`src/rtl/core/mssd_pkg.sv`:
```
// Shared types, constants and the segment decoder of the seven-segment display driver.
package mssd_pkg;

    // Number of multiplexed digits; only four digits are configured.
    localparam int unsigned NUM_DIGITS  = 4;
    localparam int unsigned DIGIT_COUNT = (NUM_DIGITS > 4) ? 4 : ((NUM_DIGITS < 1) ? 1 : NUM_DIGITS);
    localparam logic [1:0]  LAST_DIGIT  = 2'(DIGIT_COUNT - 1);

    // Brightness slots inside the packed brightness register.
    localparam logic [2:0] SLOT_INDICATORS = 3'd4;
    localparam logic [2:0] SLOT_RING       = 3'd5;

    // Register indexes of the configuration port.
    typedef enum logic [2:0] {
        REG_DIGIT_CODES       = 3'd0,
        REG_RAW_PATTERNS      = 3'd1,
        REG_INDIVIDUAL_MODE   = 3'd2,
        REG_BRIGHTNESS_LEVELS = 3'd3,
        REG_INDICATOR_ENABLES = 3'd4,
        REG_DWELL_TICKS       = 3'd5
    } cfg_reg_t;

    typedef struct packed {
        logic [15:0] digit_codes;
        logic [27:0] raw_patterns;
        logic        individual_mode;
        logic [35:0] brightness_levels;
        logic [2:0]  indicator_enables;
        logic [7:0]  dwell_ticks;
    } cfg_regs_t;

    // Display state; indicator bits are PM light, colon, alarm LED from bit 0.
    typedef struct packed {
        logic [7:0] dwell_count;
        logic [7:0] pwm_level;
        logic [1:0] current_digit;
        logic [6:0] segment_store;
        logic [3:0] anode_store;
        logic [2:0] indicator_store;
    } disp_state_t;

    typedef struct packed {
        logic tick;
    } tick_item_t;

    typedef struct packed {
        logic [6:0] seg_out;
        logic [3:0] anode_out;
        logic       pm_light;
        logic       colon_light;
        logic       alarm_light;
        logic [1:0] shown_digit;
    } result_item_t;

    typedef struct packed {
        logic [2:0]  index;
        logic [35:0] data;
    } cfg_write_t;

    // Segment pattern for a display code: digits, then 'o', 'n', 'f', then blank.
    function automatic logic [6:0] seg_decode(input logic [3:0] code);
        logic [6:0] pattern;
        case (code)
            4'd0:    pattern = 7'h3F;
            4'd1:    pattern = 7'h06;
            4'd2:    pattern = 7'h5B;
            4'd3:    pattern = 7'h4F;
            4'd4:    pattern = 7'h66;
            4'd5:    pattern = 7'h6D;
            4'd6:    pattern = 7'h7D;
            4'd7:    pattern = 7'h07;
            4'd8:    pattern = 7'h7F;
            4'd9:    pattern = 7'h6F;
            4'd10:   pattern = 7'h5C;
            4'd11:   pattern = 7'h54;
            4'd12:   pattern = 7'h71;
            default: pattern = 7'h00;
        endcase
        return pattern;
    endfunction

    // One 6-bit brightness level out of the packed register.
    function automatic logic [5:0] level_of(input logic [35:0] levels, input logic [2:0] slot);
        return levels[6 * slot +: 6];
    endfunction

endpackage

```
`src/rtl/core/mssd_if.sv`:
```
// Handshake interfaces for the tick, result and configuration channels.
interface mssd_tick_if;
    import mssd_pkg::*;
    logic       valid;
    logic       ready;
    tick_item_t payload;
    modport source (output valid, output payload, input ready);
    modport sink (input valid, input payload, output ready);
endinterface

interface mssd_result_if;
    import mssd_pkg::*;
    logic         valid;
    logic         ready;
    result_item_t payload;
    modport source (output valid, output payload, input ready);
    modport sink (input valid, input payload, output ready);
endinterface

interface mssd_cfg_if;
    import mssd_pkg::*;
    logic       valid;
    logic       ready;
    cfg_write_t payload;
    modport source (output valid, output payload, input ready);
    modport sink (input valid, input payload, output ready);
endinterface

```
`src/rtl/core/mssd_next.sv`:
```
// Next-state logic of the display multiplexer and PWM dimmer for one tick.
module mssd_next (
    input  mssd_pkg::cfg_regs_t   cfg_regs,
    input  mssd_pkg::disp_state_t cur,
    input  logic                  tick,
    output mssd_pkg::disp_state_t nxt
);
    import mssd_pkg::*;

    logic [7:0] count_inc;
    logic       advance;
    logic [1:0] digit_adv;
    logic [5:0] level_ind;
    logic [5:0] level_ring;
    logic [5:0] level_adv;
    logic [5:0] level_cur;
    logic [6:0] pattern_adv;

    assign count_inc  = cur.dwell_count + 8'd1;
    assign advance    = (count_inc >= cfg_regs.dwell_ticks);
    assign digit_adv  = (cur.current_digit >= LAST_DIGIT) ? 2'd0 : cur.current_digit + 2'd1;
    assign level_ind  = level_of(cfg_regs.brightness_levels, SLOT_INDICATORS);
    assign level_ring = level_of(cfg_regs.brightness_levels, SLOT_RING);
    assign level_adv  = level_of(cfg_regs.brightness_levels, {1'b0, digit_adv});
    assign level_cur  = advance ? level_adv
                                : level_of(cfg_regs.brightness_levels, {1'b0, cur.current_digit});

    // Pattern of the digit that comes up next, raw or decoded.
    assign pattern_adv = cfg_regs.individual_mode
                       ? cfg_regs.raw_patterns[7 * digit_adv +: 7]
                       : seg_decode(cfg_regs.digit_codes[4 * digit_adv +: 4]);

    // Digit switch at the end of the dwell, then PWM dimming and level count.
    always_comb
    begin
        nxt = cur;
        if (tick)
        begin
            nxt.dwell_count = count_inc;
            if (advance)
            begin
                nxt.dwell_count   = 8'd0;
                nxt.pwm_level     = 8'd0;
                nxt.current_digit = digit_adv;
                nxt.indicator_store = {(level_ring != 6'd0) & cfg_regs.indicator_enables[2],
                                       {2{level_ind != 6'd0}} & cfg_regs.indicator_enables[1:0]};
                if (level_adv == 6'd0)
                begin
                    nxt.segment_store = 7'd0;
                    nxt.anode_store   = 4'd0;
                end
                else
                begin
                    nxt.segment_store = pattern_adv;
                    nxt.anode_store   = 4'd1 << digit_adv;
                end
            end
            if (nxt.pwm_level >= {2'b00, level_cur})
            begin
                nxt.segment_store = 7'd0;
            end
            if (nxt.pwm_level >= {2'b00, level_ind})
            begin
                nxt.indicator_store[1:0] = 2'b00;
            end
            if (nxt.pwm_level >= {2'b00, level_ring})
            begin
                nxt.indicator_store[2] = 1'b0;
            end
            nxt.pwm_level = nxt.pwm_level + 8'd1;
        end
    end

endmodule

```
`src/rtl/core/mux_seven_segment_pwm_driver.sv`:
```
// Top level of the multiplexed seven-segment display driver with PWM dimming.
//
// Usage:
//   timer   - sink of tick items; each transfer with tick set advances the
//             dwell and PWM counters, a transfer with tick clear changes nothing.
//   display - source of result items: segments, one-hot anodes, PM light,
//             colon, alarm LED and the index of the digit being shown.
//   cfg     - register writes (index, data); always ready, one write per cycle.
//             Writes to an index past the last register are ignored.
// Every accepted tick item produces exactly one result item in the next cycle
// from the result register. One tick item is taken every cycle unless the
// receiver stalls; the state update is one pass through the next-state logic
// into the state registers. When the receiver stalls, the result register
// holds its item and the timer channel drops ready until that item is transferred.
// Reset clears the counters, the digit index and all lights, loads the
// configuration registers with their defaults and empties the result register.
module mux_seven_segment_pwm_driver (
    input logic          clk,
    input logic          rst_n,
    mssd_tick_if.sink    timer,
    mssd_result_if.source display,
    mssd_cfg_if.sink     cfg
);
    import mssd_pkg::*;

    cfg_regs_t    cfg_reg;
    disp_state_t  state_reg;
    disp_state_t  state_next;
    logic         out_valid_reg;
    result_item_t out_item_reg;
    logic         tick_xfer;
    logic         out_xfer;

    assign timer.ready = !out_valid_reg || display.ready;
    assign tick_xfer   = timer.valid && timer.ready;
    assign out_xfer    = out_valid_reg && display.ready;
    assign cfg.ready   = 1'b1;

    // Configuration register writes.
    always_ff @(posedge clk or negedge rst_n)
    begin
        if (!rst_n)
        begin
            cfg_reg.digit_codes       <= 16'd17185;
            cfg_reg.raw_patterns      <= 28'hFFFFFFF;
            cfg_reg.individual_mode   <= 1'b0;
            cfg_reg.brightness_levels <= 36'd34905131040;
            cfg_reg.indicator_enables <= 3'd6;
            cfg_reg.dwell_ticks       <= 8'd32;
        end
        else if (cfg.valid)
        begin
            unique case (cfg.payload.index)
                REG_DIGIT_CODES:       cfg_reg.digit_codes       <= cfg.payload.data[15:0];
                REG_RAW_PATTERNS:      cfg_reg.raw_patterns      <= cfg.payload.data[27:0];
                REG_INDIVIDUAL_MODE:   cfg_reg.individual_mode   <= cfg.payload.data[0];
                REG_BRIGHTNESS_LEVELS: cfg_reg.brightness_levels <= cfg.payload.data;
                REG_INDICATOR_ENABLES: cfg_reg.indicator_enables <= cfg.payload.data[2:0];
                REG_DWELL_TICKS:       cfg_reg.dwell_ticks       <= cfg.payload.data[7:0];
                default:               ;
            endcase
        end
    end

    mssd_next u_next (
        .cfg_regs (cfg_reg),
        .cur      (state_reg),
        .tick     (timer.payload.tick),
        .nxt      (state_next)
    );

    // Display state advances on each tick transfer.
    always_ff @(posedge clk or negedge rst_n)
    begin
        if (!rst_n)
        begin
            state_reg <= '0;
        end
        else if (tick_xfer)
        begin
            state_reg <= state_next;
        end
    end

    // Result register valid flag.
    always_ff @(posedge clk or negedge rst_n)
    begin
        if (!rst_n)
        begin
            out_valid_reg <= 1'b0;
        end
        else if (tick_xfer)
        begin
            out_valid_reg <= 1'b1;
        end
        else if (out_xfer)
        begin
            out_valid_reg <= 1'b0;
        end
    end

    // Result payload, loaded from the updated state.
    always_ff @(posedge clk)
    begin
        if (tick_xfer)
        begin
            out_item_reg.seg_out     <= state_next.segment_store;
            out_item_reg.anode_out   <= state_next.anode_store;
            out_item_reg.pm_light    <= state_next.indicator_store[0];
            out_item_reg.colon_light <= state_next.indicator_store[1];
            out_item_reg.alarm_light <= state_next.indicator_store[2];
            out_item_reg.shown_digit <= state_next.current_digit;
        end
    end

    assign display.valid   = out_valid_reg;
    assign display.payload = out_item_reg;

    // At most one digit is powered at a time.
    a_anode_onehot: assert property (@(posedge clk) disable iff (!rst_n)
        $onehot0(state_reg.anode_store))
        else $error("more than one anode driven");

    // A powered anode always belongs to the digit being shown.
    a_anode_digit: assert property (@(posedge clk) disable iff (!rst_n)
        (state_reg.anode_store != 4'd0) |->
            (state_reg.anode_store == (4'd1 << state_reg.current_digit)))
        else $error("anode does not match the shown digit");

    // Every tick transfer leaves a result waiting in the next cycle.
    a_result_follows: assert property (@(posedge clk) disable iff (!rst_n)
        tick_xfer |=> out_valid_reg)
        else $error("tick transfer produced no result");

    // Without a tick transfer the display state does not move.
    a_state_hold: assert property (@(posedge clk) disable iff (!rst_n)
        !tick_xfer |=> $stable(state_reg))
        else $error("display state changed without a tick");

    // The shown digit in a result matches the state it came from.
    a_result_digit: assert property (@(posedge clk) disable iff (!rst_n)
        tick_xfer |=> (out_item_reg.shown_digit == state_reg.current_digit))
        else $error("result digit differs from state");

endmodule

```
`src/flat_wrapper.sv`:
```
// flat-port wrapper written by rule: the top's interface ports become plain ports
module mux_seven_segment_pwm_driver_flat import mssd_pkg::*;
  (clk, rst_n, timer_valid, timer_payload, timer_ready, display_valid, display_payload, display_ready, cfg_valid, cfg_payload, cfg_ready);
  mssd_tick_if timer_i ();
  mssd_result_if display_i ();
  mssd_cfg_if cfg_i ();
  input logic clk;
  input logic rst_n;
  input wire logic [$bits(timer_i.valid)-1:0] timer_valid;
  input wire logic [$bits(timer_i.payload)-1:0] timer_payload;
  output wire logic [$bits(timer_i.ready)-1:0] timer_ready;
  output wire logic [$bits(display_i.valid)-1:0] display_valid;
  output wire logic [$bits(display_i.payload)-1:0] display_payload;
  input wire logic [$bits(display_i.ready)-1:0] display_ready;
  input wire logic [$bits(cfg_i.valid)-1:0] cfg_valid;
  input wire logic [$bits(cfg_i.payload)-1:0] cfg_payload;
  output wire logic [$bits(cfg_i.ready)-1:0] cfg_ready;
  assign timer_i.valid = timer_valid;
  assign timer_i.payload = timer_payload;
  assign timer_ready = timer_i.ready;
  assign display_valid = display_i.valid;
  assign display_payload = display_i.payload;
  assign display_i.ready = display_ready;
  assign cfg_i.valid = cfg_valid;
  assign cfg_i.payload = cfg_payload;
  assign cfg_ready = cfg_i.ready;
  mux_seven_segment_pwm_driver u_core (.clk(clk), .rst_n(rst_n), .timer(timer_i), .display(display_i), .cfg(cfg_i));
endmodule
```
`config.mk`:
```
export PLATFORM = sky130hd
export DESIGN_NAME = mux_seven_segment_pwm_driver_flat
export DESIGN_NICKNAME = d
export VERILOG_FILES = /design/src/rtl/core/mssd_pkg.sv /design/src/rtl/core/mssd_if.sv /design/src/rtl/core/mssd_next.sv /design/src/rtl/core/mux_seven_segment_pwm_driver.sv /design/src/flat_wrapper.sv
export SDC_FILE = /design/constraint.sdc
export NUM_CORES = 1
export LEC_CHECK = 0
export BUFFER_PORTS_ARGS = -buffer_cell sky130_fd_sc_hd__buf_2
export CORE_MARGIN = 1
export CORE_UTILIZATION = 62
export CTS_CLUSTER_DIAMETER = 120
export DETAILED_ROUTE_END_ITERATION = 10
export GPL_ROUTABILITY_DRIVEN = 0
export PLACE_DENSITY_LB_ADDON = 0.12
export SETUP_SLACK_MARGIN = 0.5
export SLEW_MARGIN = 5
export SYNTH_ARGS = -nofsm -noshare
export SYNTH_HDL_FRONTEND = slang
export SYNTH_SLANG_ARGS = --single-unit
export TNS_END_PERCENT = 50
```
`constraint.sdc`:
```
create_clock -name clk -period 8.07 [get_ports clk]
set_clock_uncertainty 0.1 [all_clocks]
set_input_delay 1.2105 -clock clk [delete_from_list [all_inputs] [get_ports clk]]
set_output_delay 1.2105 -clock clk [all_outputs]
set_load 0.02 [all_outputs]
```
=== Word level (Yosys, flattened, before mapping) ===
Memories as Yosys holds them, arrays and structs flattened.
Index checks and enable logic that the tools add are counted.

* Flip-flop bits (word level): 141
* ROM bits: 112
* Input bits: 45
* Output and inout port bits: 19
* Memories kept: 1

{| class="wikitable"
|+ Memories
! memory !! words !! width !! read ports !! clocked after memory_dff !! wr ports !! line !! RTL
|-
| (name not given) || 16 || 7 || 1 || 0 || 0 || mssd_pkg.sv:63 || <nowiki>case (code)</nowiki>
|}

* $add $sub $neg: 3
* $mul: 3
* Order comparisons: 5
* Eq/ne operators: 5
* Shift-type cells: 5
* Multiplexer cells: 12
* Bitwise gates (word level): 2
* Reductions and logical operators: 16

{| class="wikitable"
|+ Operators by type and width
! operator !! count
|-
| 36-bit by 6-bit indexed part select with 6-bit output || 2
|-
| 32-bit two-way mux || 2
|-
| 28-bit by 6-bit indexed part select with 7-bit output || 1
|-
| 8-bit by 6-bit >= comparator with 1-bit output || 3
|-
| 8-bit by 1-bit adder with 8-bit output, second input constant || 2
|-
| 16-bit two-way mux || 1
|-
| 16-bit by 5-bit indexed part select with 4-bit output || 1
|-
| 7-bit two-way mux || 2
|-
| 2-bit AND reduction || 7
|-
| 6-bit nonzero test || 2
|-
| 11-bit two-way mux || 1
|-
| 8-bit >= comparator || 1
|-
| 2-bit by 2-bit multiplier with 4-bit output, first input constant || 2
|-
| 3-bit by 2-bit equality test with 1-bit output, second input constant || 2
|-
| 3-bit equality test, second input constant || 2
|-
| 6-bit logical NOT || 1
|-
| 6-bit two-way mux || 1
|-
| 3-bit by 2-bit multiplier with 5-bit output, first input constant || 1
|-
| 2-bit two-way mux || 2
|-
| 1-bit by 2-bit left shift with 4-bit output, first input constant || 1
|-
| 3-bit by 1-bit equality test with 1-bit output, second input constant || 1
|-
| 3-bit logical NOT || 1
|-
| 1-bit two-way mux || 3
|-
| 2-bit by 1-bit adder with 2-bit output, second input constant || 1
|-
| other kinds (7) || 8
|}

=== Logic depth before layout (Yosys ltp) ===
* Depth after elaboration: 11
* Depth in mapped cells: 19

=== Hierarchy ===
From an unflattened synthesis, not the netlist that was laid out.

* Cell total of the unflattened synthesis: 602
* Area total of the unflattened synthesis: 7693.6 um2

{| class="wikitable"
|+ Modules (own cells, without submodules)
! module !! instances !! cells an instance !! area an instance (um2) !! sequential area each (um2)
|-
| mux_seven_segment_pwm_driver || 1 || 289 || 5257.5 || 3661.0
|-
| mssd_next || 1 || 313 || 2436.1 || 0.0
|}

=== Worst setup path after synthesis ===
Ideal clock, no wire load.

* Path kind: register -> register
* Start: register u_core.state_reg[24] (netlist bit)
* End: register u_core.out_item_reg (netlist bit u_core.display.payload[10]) (data pin)
* Library setup time: 170 ps
* Arrival time: 3924 ps
* Data required time: 7800 ps
* Setup slack: 3876 ps
* Stages on the path, launching flop included: 20
* Clock period less this slack: 4194 ps
* Cell sequence: dfrtp_1 and3_1 and3_1 nand3_1 xnor2_1 ha_1 nand3_1 and2_1 clkbuf_1 nand2_1 clkbuf_1 buf_1 mux2i_1 ha_1 and3_1 nand3_1 nand2_1 a221oi_2 o21ai_1 o31ai_1

{| class="wikitable"
|+ RTL lines
! element !! line !! RTL
|-
| start: declaration || mux_seven_segment_pwm_driver.sv:27 || <nowiki>disp_state_t state_reg;</nowiki>
|-
| start signal: assignment || mux_seven_segment_pwm_driver.sv:81 || <nowiki>state_reg <= state_next;</nowiki>
|-
| end: declaration || mux_seven_segment_pwm_driver.sv:30 || <nowiki>result_item_t out_item_reg;</nowiki>
|}

=== Worst setup path in the final report ===
* Start: register u_core.state_reg[24] (netlist bit)
* End: register u_core.state_reg[11] (netlist bit)

* Word-level cells in the longest chain between the ends: 7
* Elaborated cells on any way between the ends: 8
* Those cells by class: 1 x add/sub; 2 x order compare; 5 x mux

{| class="wikitable"
|+ Ends and longest elaborated chain
! element !! line !! RTL
|-
| 8-bit by 1-bit adder with 8-bit output * || mssd_next.sv:19 || <nowiki>assign count_inc = cur.dwell_count + 8'd1;</nowiki>
|-
| 8-bit >= comparator * || mssd_next.sv:20 || <nowiki>assign advance = (count_inc >= cfg_regs.dwell_ticks);</nowiki>
|-
| 32-bit two-way mux || mssd_next.sv:40 || <nowiki>if (advance)</nowiki>
|-
| 32-bit two-way mux || mssd_next.sv:37 || <nowiki>if (tick)</nowiki>
|-
| 8-bit by 6-bit >= comparator with 1-bit output || mssd_next.sv:58 || <nowiki>if (nxt.pwm_level >= {2'b00, level_cur})</nowiki>
|-
| 7-bit two-way mux * || mssd_next.sv:58 ||
|-
| 16-bit two-way mux * || mssd_next.sv:37 ||
|}

Every way passes the cells marked *; elsewhere a longest branch is shown, timed or not. The select of a mux whose other input is x is not followed.
A chain may end at the register's enable or synchronous reset.

==> impl_metrics.env <==
export IMPL_power_internal_uw=1947
export IMPL_wl_met1_um=7753
export IMPL_top_layer_used="met4"
export IMPL_drc=0
export IMPL_ys_ff_latch=141
export IMPL_max_slew_worst_pin_slew_ns=0.9642
export IMPL_cts_buffers=17
export IMPL_die_area_um2=12620
export IMPL_htreeDepth=4
export IMPL_fp_dieH_um=112.4
export IMPL_setup_violations=0
export IMPL_largest_reg_flops=92
export IMPL_cp_required_ns=8.27
export IMPL_synth_top_flop_cell="dfrtp_1"
export IMPL_wl_per_cell_um=20.61
export IMPL_synth_area_leaders="dfrtp_1 (28%), dfstp_2 (15%), mux2_2 (14%)"
export IMPL_clkPwrFrac_pct=23.9
export IMPL_syn_area_um2=7551
export IMPL_io_pins=64
export IMPL_synth_top_area_share_pct=27.51
export IMPL_seqPwrFrac_pct=35.4
export IMPL_ys_types=65
export IMPL_antenna_found_initial=0
export IMPL_outcome="finished clean"
export IMPL_core_um2=11660
export IMPL_cts_sinks=141
export IMPL_vias_per_cell=6.393
export IMPL_cellPowerDensity_nw_per_um2=366.2
export IMPL_overflow=0
export IMPL_critical_path_class="register to register"
export IMPL_fin_total_pwr_uw=3114
export IMPL_drv_cap=0
export IMPL_ctsHoldBuffers=0
export IMPL_critPathCaptureType="register"
export IMPL_swShare_pct=37.47
export IMPL_cts_resized=0
export IMPL_cts_setup_buffers=0
export IMPL_hold_slack_ns=0.3955
export IMPL_synth_top_area_cell="dfrtp_1"
export IMPL_dieWidth_um=112.4
export IMPL_max_freq_mhz=205.0
export IMPL_seq_area_frac_synth_pct=48.48
export IMPL_peakVddDrop_mv=0.2098
export IMPL_final_area_um2=8503
export IMPL_ctsRootBufferMaster="clkbuf_16"
export IMPL_post_dp_hpwl_um=12180
export IMPL_grt_setup_unrepaired="no"
export IMPL_grt_total_usage_pct=30.55
export IMPL_clock_path_buffers=2
export IMPL_nets=761
export IMPL_hp_class="register to register"
export IMPL_synth_edf_count=16
export IMPL_synth_commonest_cells="mux2_2 (93), dfrtp_1 (83), nand2_1 (52)"
export IMPL_placed_cell_area_um2=7941
export IMPL_drt_iter0_drc=357
export IMPL_final_antenna_net_count=0
export IMPL_initial_core_util_pct=64.75
export IMPL_fin_crit_sh_pct=60.44
export IMPL_postSynthCellCount=631
export IMPL_antennaDiodeCount=0
export IMPL_drt_first_pass_iters=5
export IMPL_clk_pin_slew_ns=0.06
export IMPL_worstSetupStartpointType="register"
export IMPL_wl_met3_um=940
export IMPL_async_flop_share_pct=88.65
export IMPL_area_growth_synth_to_final_pct=12.61
export IMPL_arrival_ns=5.08
export IMPL_fin_crit_ns=4.877
export IMPL_routed_wl_met2_um=8141
export IMPL_drive_above_1_share_pct=36.62
export IMPL_power_switching_uw=1167
export IMPL_grt_pass1_vias=5378
export IMPL_worst_path_max_fanout=20
export IMPL_synth_most_common_cell="mux2_2"
export IMPL_tritoncts="done"
export IMPL_p_leak_uw=0.003729
export IMPL_avgSynthCellArea_um2=11.97
export IMPL_port_buffers=62
export IMPL_slew_headroom_pct=35.72
export IMPL_fin_tns_setup_ns=0
export IMPL_report_final_hold_viol_count=0
export IMPL_num_fill_cells=783
export IMPL_synth_fp_nets=706
export IMPL_vias=5383
export IMPL_grt_pass1_wl_um=28860
export IMPL_num_rows=39
export IMPL_pwr_share_comb_pct=40.7
export IMPL_yosysWarnings=0
export IMPL_clkLatencyLatePin_ns=0.43
export IMPL_slew_violations=0
export IMPL_drt_wl_total_um=17360
export IMPL_grt_max_degree=81
==> routing by layer <==
layer / vias to the layer above / GRT usage, %
met5: - / 0
met4: 0 / 13.07
met3: 46 / 7.397
met2: 196 / 48.57
met1: 2689 / 40.45
li1: 2452 / -
==> power by group through the flow <==
stage               registers (uW)  clock network (uW)  logic, uW
floorplan                     1060                   0        987
finish                        1100                 744       1270
global route                  1120                 781       1400
detailed placement            1100                   0       1250
CTS                           1100                 755       1260
global placement              1090                   0       1210
==> worst paths after layout <==
kind                                               endpoint  cells after the start  slack (ns)                        startpoint
max                        u_core.state_reg[11]$_DFFE_PN0P_                     16        3.19  u_core.state_reg[24]$_DFFE_PN0P_
min                        u_core.state_reg[23]$_DFFE_PN0P_                      1        0.40  u_core.state_reg[23]$_DFFE_PN0P_
max reg2reg                u_core.state_reg[11]$_DFFE_PN0P_                     16        3.19  u_core.state_reg[24]$_DFFE_PN0P_
min reg2reg                u_core.state_reg[23]$_DFFE_PN0P_                      1        0.40  u_core.state_reg[23]$_DFFE_PN0P_
max in group asynchronous    u_core.cfg_reg[78]$_DFFE_PN0P_                      2        5.78                             rst_n
min in group asynchronous  u_core.state_reg[27]$_DFFE_PN0P_                      1        0.69                             rst_n
==> critical path: stages, from the launching register on <==
cell and delay [ns]:
dfrtp_1 0.43, and3_1 0.21, and3_1 0.18, nand3_1 0.10, xnor2_1 0.16, ha_1 0.32, and3_1 0.18, nand3_1 0.31
nand2_1 0.70, mux2i_1 0.28, ha_1 0.28, and3_1 0.20, nand3_1 0.09, nand2_1 0.08, a221oi_2 0.34, o21ai_1 0.33
o31ai_1 0.45
==> cells by family after synthesis <==
kind of cell / after synthesis / synth area share [%]
AOI/OAI and AO/OA: 117 / 10.08
muxes: 126 / 21.64
xor gates and xnor gates: 8 / 0.9280
other: 1 / 0.04966
adders and majority gates: 30 / 4.971
and+or+nand+nor: 146 / 10.27
DFF: 141 / 48.48
buffers and inverters: 62 / 3.579
==> cell usage in the layout, fill, tap and decap left out, types with 15 or more instances in the layout <==
master	netlist	routed
a21oi_1	18	18
and3_1	15	15
buf_2	3	61
clkbuf_16	0	18
dfrtp_1	83	83
dfstp_2	42	42
edfxtp_1	16	16
ha_1	30	30
inv_1	29	29
mux2_2	93	93
nand2_1	52	52
nand3_1	18	18
nor2_1	15	15
o21ai_0	36	36
==> per-stage QoR <==
step / instances / utilization (%) / setup slack, ns
after global routing: 842 / 72.91 / 2.786
after global placement: 810 / 68.09 / 3.645
final: 842 / 72.91 / 3.193
after floorplan: 631 / - / 3.876
after detailed placement: 810 / 68.09 / 3.381
after CTS: 842 / 72.91 / 3.304
==> final cells by class <==
cell class / count / area, um2 / share of cell area, %
well taps: 143 / 178.9 / 2.104
flip-flops and latches: 141 / 3661 / 43.05
inverters: 30 / 112.6 / 1.324
clock inverters: 9 / 72.57 / 0.8534
multi-input cells: 428 / 3631 / 42.70
repair buffers: 68 / 357.8 / 4.208
clock buffers: 23 / 489.2 / 5.753
(Power assumes the default switching activity.)
